===== src/hw/rtl/stack_with_unique_keys_top_assert.svh =====
// assertion macros for the stack block
// each macro checks on the rising clock edge and is switched off during reset
`ifndef STACK_WITH_UNIQUE_KEYS_TOP_ASSERT_SVH
`define STACK_WITH_UNIQUE_KEYS_TOP_ASSERT_SVH

`ifndef SYNTHESIS

// condition that must hold at every edge
`define SUK_ASSERT(lbl, cond, msg) \
	lbl: assert property (@(posedge clk) disable iff (!arst_n) (cond)) else $error(msg);

// consequence that must hold in the cycle after the antecedent
`define SUK_ASSERT_NEXT(lbl, ante, cons, msg) \
	lbl: assert property (@(posedge clk) disable iff (!arst_n) (ante) |=> (cons)) \
		else $error(msg);

`else

`define SUK_ASSERT(lbl, cond, msg)
`define SUK_ASSERT_NEXT(lbl, ante, cons, msg)

`endif

`endif


===== src/hw/rtl/suk_pkg.sv =====
package suk_pkg;

	localparam int KEY_W   = 32;
	localparam int DATA_W  = 32;
	localparam int ENTRY_W = 5;

	// operation codes
	localparam logic [1:0] OP_PUSH = 2'd0;
	localparam logic [1:0] OP_POP  = 2'd1;
	localparam logic [1:0] OP_PEEK = 2'd2;

	// result status codes
	localparam logic [1:0] ST_OK    = 2'd0;
	localparam logic [1:0] ST_DUP   = 2'd1;
	localparam logic [1:0] ST_EMPTY = 2'd2;
	localparam logic [1:0] ST_FULL  = 2'd3;

	typedef struct packed {
		logic [1:0]               func;
		logic signed [KEY_W-1:0]  push_key;
		logic signed [DATA_W-1:0] push_data;
	} req_t;

	typedef struct packed {
		logic [1:0]               status;
		logic signed [DATA_W-1:0] top_data;
		logic [ENTRY_W-1:0]       entry_count;
		logic                     is_empty;
	} rsp_t;

	// one stored pair
	typedef struct packed {
		logic signed [KEY_W-1:0]  key;
		logic signed [DATA_W-1:0] data;
	} entry_t;

	// shift command shared by all cells
	typedef struct packed {
		logic push;
		logic pop;
	} shift_t;

endpackage


===== src/hw/rtl/stack_with_unique_keys_top.sv =====
// lifo stack of key and data pairs with a duplicate key check
// request channel (req_valid, req_stall, req): func selects push, pop or peek;
//   push carries push_key and push_data, the other fields are ignored otherwise
// response channel (rsp_valid, rsp_stall, rsp): exactly one response per request,
//   status, popped or peeked data, entry count and empty flag after the operation
// the response is registered and shows in the cycle after the request transfer
// throughput: one request per cycle while req_stall is low; the key search compares all cells
//   in parallel and the whole row of cells shifts at once, so nothing iterates
// storage is a row of DEPTH cells, cell 0 holds the top of the stack; a push shifts
//   the row one cell down, a pop shifts it one cell up
// a cell is held when its index is below the fill count; cells carry no reset
// reset clears the fill count and the response valid, the stack starts empty
// when the receiver stalls, the response holds and req_stall rises in the same
//   cycle, so at most one response waits and no request is lost
// a push whose key is already held reports a duplicate even when the stack is full
// code 3 in func changes nothing and reports ok with data 0
module stack_with_unique_keys_top import suk_pkg::*; #(
	parameter int DEPTH = 16
) (
	input  logic clk,
	input  logic arst_n,
	input  logic req_valid,
	output logic req_stall,
	input  req_t req,
	output logic rsp_valid,
	input  logic rsp_stall,
	output rsp_t rsp
);

	`include "stack_with_unique_keys_top_assert.svh"

	// count must hold the value DEPTH itself
	localparam int CW = $clog2(DEPTH + 1);

	logic [CW-1:0]    cnt_q;
	logic [CW-1:0]    cnt_d;
	entry_t           entry_w [DEPTH];
	logic [DEPTH-1:0] hit_w;
	shift_t           shift;
	logic             take;
	logic             full;
	logic             empty;
	rsp_t             rsp_d;
	rsp_t             rsp_q;
	logic             rsp_valid_q;
	entry_t           new_entry;

	// a waiting response that is not taken blocks the next transfer
	assign req_stall = rsp_valid_q && rsp_stall;
	assign take      = req_valid && !req_stall;

	assign full  = (cnt_q == CW'(DEPTH));
	assign empty = (cnt_q == '0);

	assign new_entry.key  = req.push_key;
	assign new_entry.data = req.push_data;

	// row of cells, top at index 0
	for (genvar i = 0; i < DEPTH; i++) begin : g_cell
		entry_t up_w;
		entry_t down_w;

		if (i == 0) begin : g_first
			assign up_w = new_entry;
		end else begin : g_mid
			assign up_w = entry_w[i-1];
		end

		// the last cell keeps its own content on pop, it is no longer held then
		if (i == DEPTH - 1) begin : g_last
			assign down_w = entry_w[i];
		end else begin : g_inner
			assign down_w = entry_w[i+1];
		end

		suk_cell u_cell (
			.clk     (clk),
			.shift   (shift),
			.up      (up_w),
			.down    (down_w),
			.held    (cnt_q > CW'(i)),
			.cmp_key (req.push_key),
			.entry   (entry_w[i]),
			.hit     (hit_w[i])
		);
	end

	// operation decode, shifts only fire on a transfer
	always_comb begin
		shift         = '0;
		cnt_d         = cnt_q;
		rsp_d         = '0;
		rsp_d.status  = ST_OK;
		unique case (req.func) inside
			OP_PUSH: begin
				if (|hit_w) begin
					rsp_d.status = ST_DUP;
				end else if (full) begin
					rsp_d.status = ST_FULL;
				end else begin
					shift.push = take;
					cnt_d      = CW'(cnt_q + 1'b1);
				end
			end
			OP_POP, OP_PEEK: begin
				if (empty) begin
					rsp_d.status   = ST_EMPTY;
					rsp_d.top_data = '1;
				end else begin
					rsp_d.top_data = entry_w[0].data;
					if (req.func == OP_POP) begin
						shift.pop = take;
						cnt_d     = CW'(cnt_q - 1'b1);
					end
				end
			end
			default: begin
			end
		endcase
		rsp_d.entry_count = ENTRY_W'(cnt_d);
		rsp_d.is_empty    = (cnt_d == '0);
	end

	always_ff @(posedge clk or negedge arst_n) begin
		if (!arst_n) begin
			cnt_q       <= '0;
			rsp_valid_q <= 1'b0;
		end else begin
			if (take) begin
				cnt_q <= cnt_d;
			end
			if (take) begin
				rsp_valid_q <= 1'b1;
			end else if (!rsp_stall) begin
				rsp_valid_q <= 1'b0;
			end
		end
	end

	// response payload, loaded on every request transfer
	always_ff @(posedge clk) begin
		if (take) begin
			rsp_q <= rsp_d;
		end
	end

	assign rsp_valid = rsp_valid_q;
	assign rsp       = rsp_q;

	`SUK_ASSERT(a_cnt_bound, cnt_q <= CW'(DEPTH), "fill count above depth")
	`SUK_ASSERT_NEXT(a_push_count, shift.push, cnt_q == CW'($past(cnt_q) + 1'b1), "push did not raise count")
	`SUK_ASSERT(a_rsp_count, !rsp_valid_q || (rsp_q.entry_count == ENTRY_W'(cnt_q)), "response count differs from fill count")
	`SUK_ASSERT(a_empty_data, !rsp_valid_q || (rsp_q.status != ST_EMPTY) || (rsp_q.top_data == '1), "empty response without all ones data")

endmodule


===== src/hw/rtl/suk_cell.sv =====
module suk_cell import suk_pkg::*; (
	input  logic                    clk,
	input  shift_t                  shift,
	input  entry_t                  up,
	input  entry_t                  down,
	input  logic                    held,
	input  logic signed [KEY_W-1:0] cmp_key,
	output entry_t                  entry,
	output logic                    hit
);

	entry_t entry_q;

	// push moves entries away from the top, pop moves them toward it
	always_ff @(posedge clk) begin
		if (shift.push) begin
			entry_q <= up;
		end else if (shift.pop) begin
			entry_q <= down;
		end
	end

	assign entry = entry_q;
	assign hit   = held && (entry_q.key == cmp_key);

endmodule

===== config.mk =====
export PLATFORM = sky130hd
export DESIGN_NAME = stack_with_unique_keys_top
export DESIGN_NICKNAME = d
export VERILOG_FILES = /design/src/hw/rtl/suk_pkg.sv /design/src/hw/rtl/stack_with_unique_keys_top.sv /design/src/hw/rtl/suk_cell.sv
export VERILOG_INCLUDE_DIRS = /design/src /design/src/hw/rtl
export SDC_FILE = /design/constraint.sdc
export NUM_CORES = 2
export LEC_CHECK = 0
export BUFFER_PORTS_ARGS = -buffer_cell sky130_fd_sc_hd__buf_2
export CORE_UTILIZATION = 23
export CTS_CLUSTER_DIAMETER = 30
export CTS_CLUSTER_SIZE = 24
export DETAILED_ROUTE_END_ITERATION = 16
export HOLD_SLACK_MARGIN = 0.1
export PLACE_DENSITY_LB_ADDON = 0.12
export SLEW_MARGIN = 40
export SYNTH_ARGS = -nofsm -noshare
export SYNTH_HDL_FRONTEND = slang
export SYNTH_SLANG_ARGS = --single-unit
export TNS_END_PERCENT = 100

===== constraint.sdc =====
create_clock -name clk -period 160.5 [get_ports clk]
set_clock_uncertainty 0.15 [all_clocks]
set_input_delay 16.05 -clock clk [delete_from_list [all_inputs] [get_ports clk]]
set_output_delay 16.05 -clock clk [all_outputs]
set_load 0.01 [all_outputs]

# [After elaboration in Yosys (flattened, before gate mapping)]
# Cells that the tools add are included.
[totals] regBits=1070 in_bits=70 elab_cells=149
[classes] add_sub_neg=2 n_lt_le_gt_ge=16 n_eq_ne=20 n_mux=48 n_reduce_logical=25
[op_table] cell="two-way mux 64 bit" count=30
[op_table] cell="== test 32 bit" count=16
[op_table] cell="greater-than comparator 5 x 4 -> 1 bit, second input constant" count=8
[op_table] cell="two-way mux 32 bit" count=1
[op_table] cell="greater-than comparator 5 x 3 -> 1 bit, second input constant" count=4
[op_table] cell="two-way mux 5 bit" count=4
[op_table] cell="logical AND 1 bit" count=18
[op_table] cell="OR reduction 16 bit" count=1
[op_table] cell="greater-than comparator 5 x 1 -> 1 bit, second input constant" count=2
[op_table] cell="greater-than comparator 5 x 2 -> 1 bit, second input constant" count=2
[op_table] cell="zero test 5 bit" count=2
[op_table] cell="case mux 5 bit (2 select lines)" count=1
[op_table] cell="two-way mux 1 bit" count=8
[op_table] cell="two-way mux 2 bit" count=3
[op_table] cell="adder 5 x 1 -> 5 bit, second input constant" count=1
[op_table] cell="== test 5 bit, second input constant" count=1
[op_table] cell="subtractor 5 x 1 -> 5 bit, second input constant" count=1
[op_table] cell="case mux 2 bit (2 select lines)" count=1
[op_table] cell="== test 2 x 1 -> 1 bit, second input constant" count=1
[op_table] cell="== test 2 bit, second input constant" count=1
[op_table] cell="zero test 2 bit" count=1
[op_table] cell="inequality test 2 x 1 -> 1 bit, second input constant" count=1
[op_table] cell="nonzero test 2 bit" count=1
[op_table] cell="OR reduction 2 bit" count=1
[op_table] cell="zero test 1 bit" count=1

# [Depth between registers and ports, before layout]
[logic_depth] word_depth=8 mapped_depth=17

# [Modules after synthesis]
# Synthesis repeated with hierarchy kept, for this count alone.
[unflattened] cells_unflattened=3116 area_unflattened_um2=51290.4
[by_module_without_submodules] module="suk_cell" instances=16 cells_per_inst=180 area_each_um2=3051.7
[by_module_without_submodules] module="stack_with_unique_keys_top" instances=1 cells_per_inst=236 area_each_um2=2463.6

# [Worst setup path before layout]
# OpenSTA, ideal clock, no wires.
[synth_timing] path_kind="input to register" from="input req[65] (netlist bit)" to="register g_cell[0].u_cell.entry_q, in the netlist g_cell[0].u_cell.entry[0] (enable)" setup_ns=3.619 arrival_ns=83.187 t_required_ns=156.731 slack_ns=73.544 cell_stages=4 path_cell_list="inv_1 -> ha_1 -> nand3_1 -> o21ai_0"
[synth_via] elab_chain_len=5 elab_cells_between_ends=9
[synth_lines] item="from (decl)" line_no="stack_with_unique_keys_top.sv:24" source="input req_t req,"
[synth_lines] item="== test 2 x 1 -> 1 bit" line_no="stack_with_unique_keys_top.sv:111" source="if (req.func == OP_POP) begin"
[synth_lines] item="two-way mux 1 bit" line_no="stack_with_unique_keys_top.sv:111"
[synth_lines] item="two-way mux 1 bit" line_no="stack_with_unique_keys_top.sv:106" source="if (empty) begin"
[synth_lines] item="two-way mux 1 bit" line_no="stack_with_unique_keys_top.sv:94" source="unique case (req.func) inside"
[synth_lines] item="nonzero test 2 bit (no source line) *"
[synth_lines] item="to (signal assigned)" line_no="suk_cell.sv:17" source="entry_q <= up;"
[synth_lines] item="to (signal assigned)" line_no="suk_cell.sv:19" source="entry_q <= down;"
[synth_lines] item="to (decl)" line_no="suk_cell.sv:12" source="entry_t entry_q;"
# Mark *: on every way between the ends. The rest lies on a longest branch, timed or not.
# A chain may end at the register's enable or synchronous reset.

# [Final worst setup path]
[layout_timing] from="input rsp_stall" to="output req_stall"
[layout_via] elab_chain_len=1
[layout_lines] item="from (decl)" line_no="stack_with_unique_keys_top.sv:26" source="input logic rsp_stall,"
[layout_lines] item="logical AND 1 bit" line_no="stack_with_unique_keys_top.sv:49" source="assign req_stall = rsp_valid_q && rsp_stall;"
[layout_lines] item="to (decl)" line_no="stack_with_unique_keys_top.sv:23" source="output logic req_stall,"
# Every way passes these cells.

==> reports/results.tsv <==
metric	value	unit
status	finished clean	
startpoint	rsp_stall	
yosysWarningCount	0	
worst_setup_path_start_kind	input pin	
synth_compound_area_frac	0.01096	
io_buffers	111	
synthMuxAreaShare	0.2129	
overflow	0	
vias	27540	
drc	0	
rsz0062_at_grt	false	
path_clk_slew	40	ps
stdcell_area	65150	µm²
setup_viol	0	
r2r_end	g_cell[2].u_cell.entry[52]$_DFFE_PP_	
cts_hold_buf	0	
ys_ff_latch	1070	
dieWidth	472.5	µm
critPathRequiredTime	144300	ps
clk_latency	900	ps
cts-htree-levels	5	
crit_fanout	3	
rows	172	
grt_max_degree	104	
syn_nets	3139	
fin_crit_sh	0.2032	
place_area	54380	µm²
hp-class	flop to flop	
tns	0	ps
tritoncts	built	
die_height	472.5	µm
power_density	15.51	nW/µm²
grtUsageTotal	0.1271	
initial_utilization	0.2315	
cts.root.buffer_cell	clkbuf_16	
fillers	22110	
r2r_cells	13	
synth_area_leader_cell	edfxtp_1	
place_congestion	0.7986	
report.final.hold_viol_count	0	
final_nets	3476	
cp_data_arrival_time	16420	ps
grt_first_pass_wirelength	208.1	mm
hpwl	96.30	mm
async_reset_ff_frac	0.005607	
fp.dieArea	223300	µm²
numCtsBuffers	365	
max_slew.worst_pin.slew	937.2	ps
synthSimpleGateAreaFrac	0.02659	
post-cts-setup-buffer-count	0	
ys_seq_area_frac	0.6304	
grt_pass1_vias	29700	
synth_top_area_frac	0.6275	
multi_input_area	17410	µm²
slew_viol_final	0	
cap_violations	0	
synthFlopType	edfxtp_1	
clockBufferDepth	4	
netlist_area	50920	µm²
drt_iter0_drc	1877	
ios	112	
max_slew_margin	0.3738	
avgSynthCellArea	16.64	µm²
end_kind	output port	
drive_gt1_frac	0.3971	
vias_per_cell	4.157	
yosys.cell_types.count	52	
postSynthCellCount	3060	
fin_crit	32620	ps
cts_resized	0	
synth_edf_count	1064	
cts_sinks	1070	
r2r_slack	153270	ps
crit_end	req_stall	
p_leak	19.42	nW
syn_to_final_growth	27.94	%
drtPass1Iterations	5	
antenna_found_initial	19	
r2r-start	cnt_q[2]$_DFFE_PN0P_	
wire_per_inst	21.65	µm
vdd_drop_max	0.00001012	V
core_area	219900	µm²
synth_top_family_by_area	multiplexers	
fmax	30.66	MHz
path_class	input pin to output port	
seqCellArea	32100	µm²
synth_xor_area_frac	0.08806	
final_antenna_net_count	0	
yosys.area_share.adder	0.002211	
netlist_top_cells_count	edfxtp_1 (1064), mux2_2 (824), xor2_1 (309), xnor2_1 (203), mux2_1 (138)	
routed_wl	143.5	mm
synthTopCellsByArea	edfxtp_1 (63%), mux2_2 (18%), xor2_1 (5.3%)	
synthMostInstantiatedCell	edfxtp_1	
## sequential cells by signal, indices dropped and copies added, names as in the netlist
name,cells
rsp_valid,1
cnt_q,5
g_cell.u_cell.entry,1024
rsp,40
## how the worst min path moves through the flow
stage	cells after the start	slack, ps	to	startpoint
6_report	0	260	g_cell[15].u_cell.entry[30]$_DFFE_PN_	g_cell[14].u_cell.entry[30]$_DFFE_PP_
5_1_grt	0	270	g_cell[15].u_cell.entry[30]$_DFFE_PN_	g_cell[14].u_cell.entry[30]$_DFFE_PP_
4_1_cts	0	260	g_cell[15].u_cell.entry[30]$_DFFE_PN_	g_cell[14].u_cell.entry[30]$_DFFE_PP_
3_5_place_dp	0	280	g_cell[15].u_cell.entry[17]$_DFFE_PN_	g_cell[14].u_cell.entry[17]$_DFFE_PP_
3_3_place_gp	0	280	g_cell[15].u_cell.entry[29]$_DFFE_PN_	g_cell[14].u_cell.entry[29]$_DFFE_PP_
2_1_floorplan	0	270	g_cell[15].u_cell.entry[0]$_DFFE_PN_	g_cell[14].u_cell.entry[0]$_DFFE_PP_
## stage by stage
step	util	std cells	hold WS, ps	power [mW]	setup WS [ps]
after floorplan	-	3060	272.2	0.4222	73540
final	0.2962	6625	257.1	1.011	127880
after CTS	0.2962	6622	258.6	1.027	127880
after detailed placement	0.2472	5988	281.4	0.4009	127880
after global routing	0.2962	6623	274.2	1.047	127830
after global placement	0.2461	5982	279.3	0.4005	127860
## placed cells by master, fill, tap and decap left out, types with 8 or more instances in the layout
cell	n
a21oi_1	11
buf_2	110
buf_4	19
buf_6	14
bufinv_16	12
clkbuf_1	83
clkbuf_16	370
clkinv_1	89
clkinv_2	62
clkinvlp_4	11
edfxtp_1	1064
ha_1	8
inv_1	9
mux2_1	138
mux2_2	824
nand2_1	26
nand3_1	18
nand4_1	63
nor3_1	15
nor4_1	82
o21a_1	34
o21ai_0	9
xnor2_1	202
xor2_1	309
## cell families (layout without fill, tap and decap cells)
group	after synthesis	in the layout
muxes	963	963
xor gates and xnor gates	512	512
buffers and inverters	195	799
DFF	1070	1070
and+or+nand+nor	232	232
AOI/OAI and AO/OA	79	79
other	0	3
adders and majority gates	9	9
## power by group
group,internal [mW],switching (mW)
sequential,0.322,0.00832
combinational,0.0224,0.0421
clock,0.430,0.185
## per-layer routing
metal | GRT usage | routed length, µm | vias up
met4 | 0.04926 | 4809 | 4
met1 | 0.1675 | 64990 | 13930
met3 | 0.03074 | 6786 | 350
met2 | 0.1997 | 66850 | 677
li1 | - | - | 12580
met5 | 0 | 24 | -
## area by class of cell
cell class / count / share of cell area
sequential: 1070 / 0.4927
multi-input combinational: 1795 / 0.2673
clock buffer: 453 / 0.1469
tap: 2958 / 0.05681
clock inverter: 181 / 0.01832
timing repair buffer: 154 / 0.01713
inverter: 11 / 0.0006722
antenna: 3 / 0.0001152
## worst max-delay path, stage by stage
cell and delay [ps]:
buf_2 90, nand2_1 90, inv_1 50, buf_2 130
Power figures use the tool's default switching activity.
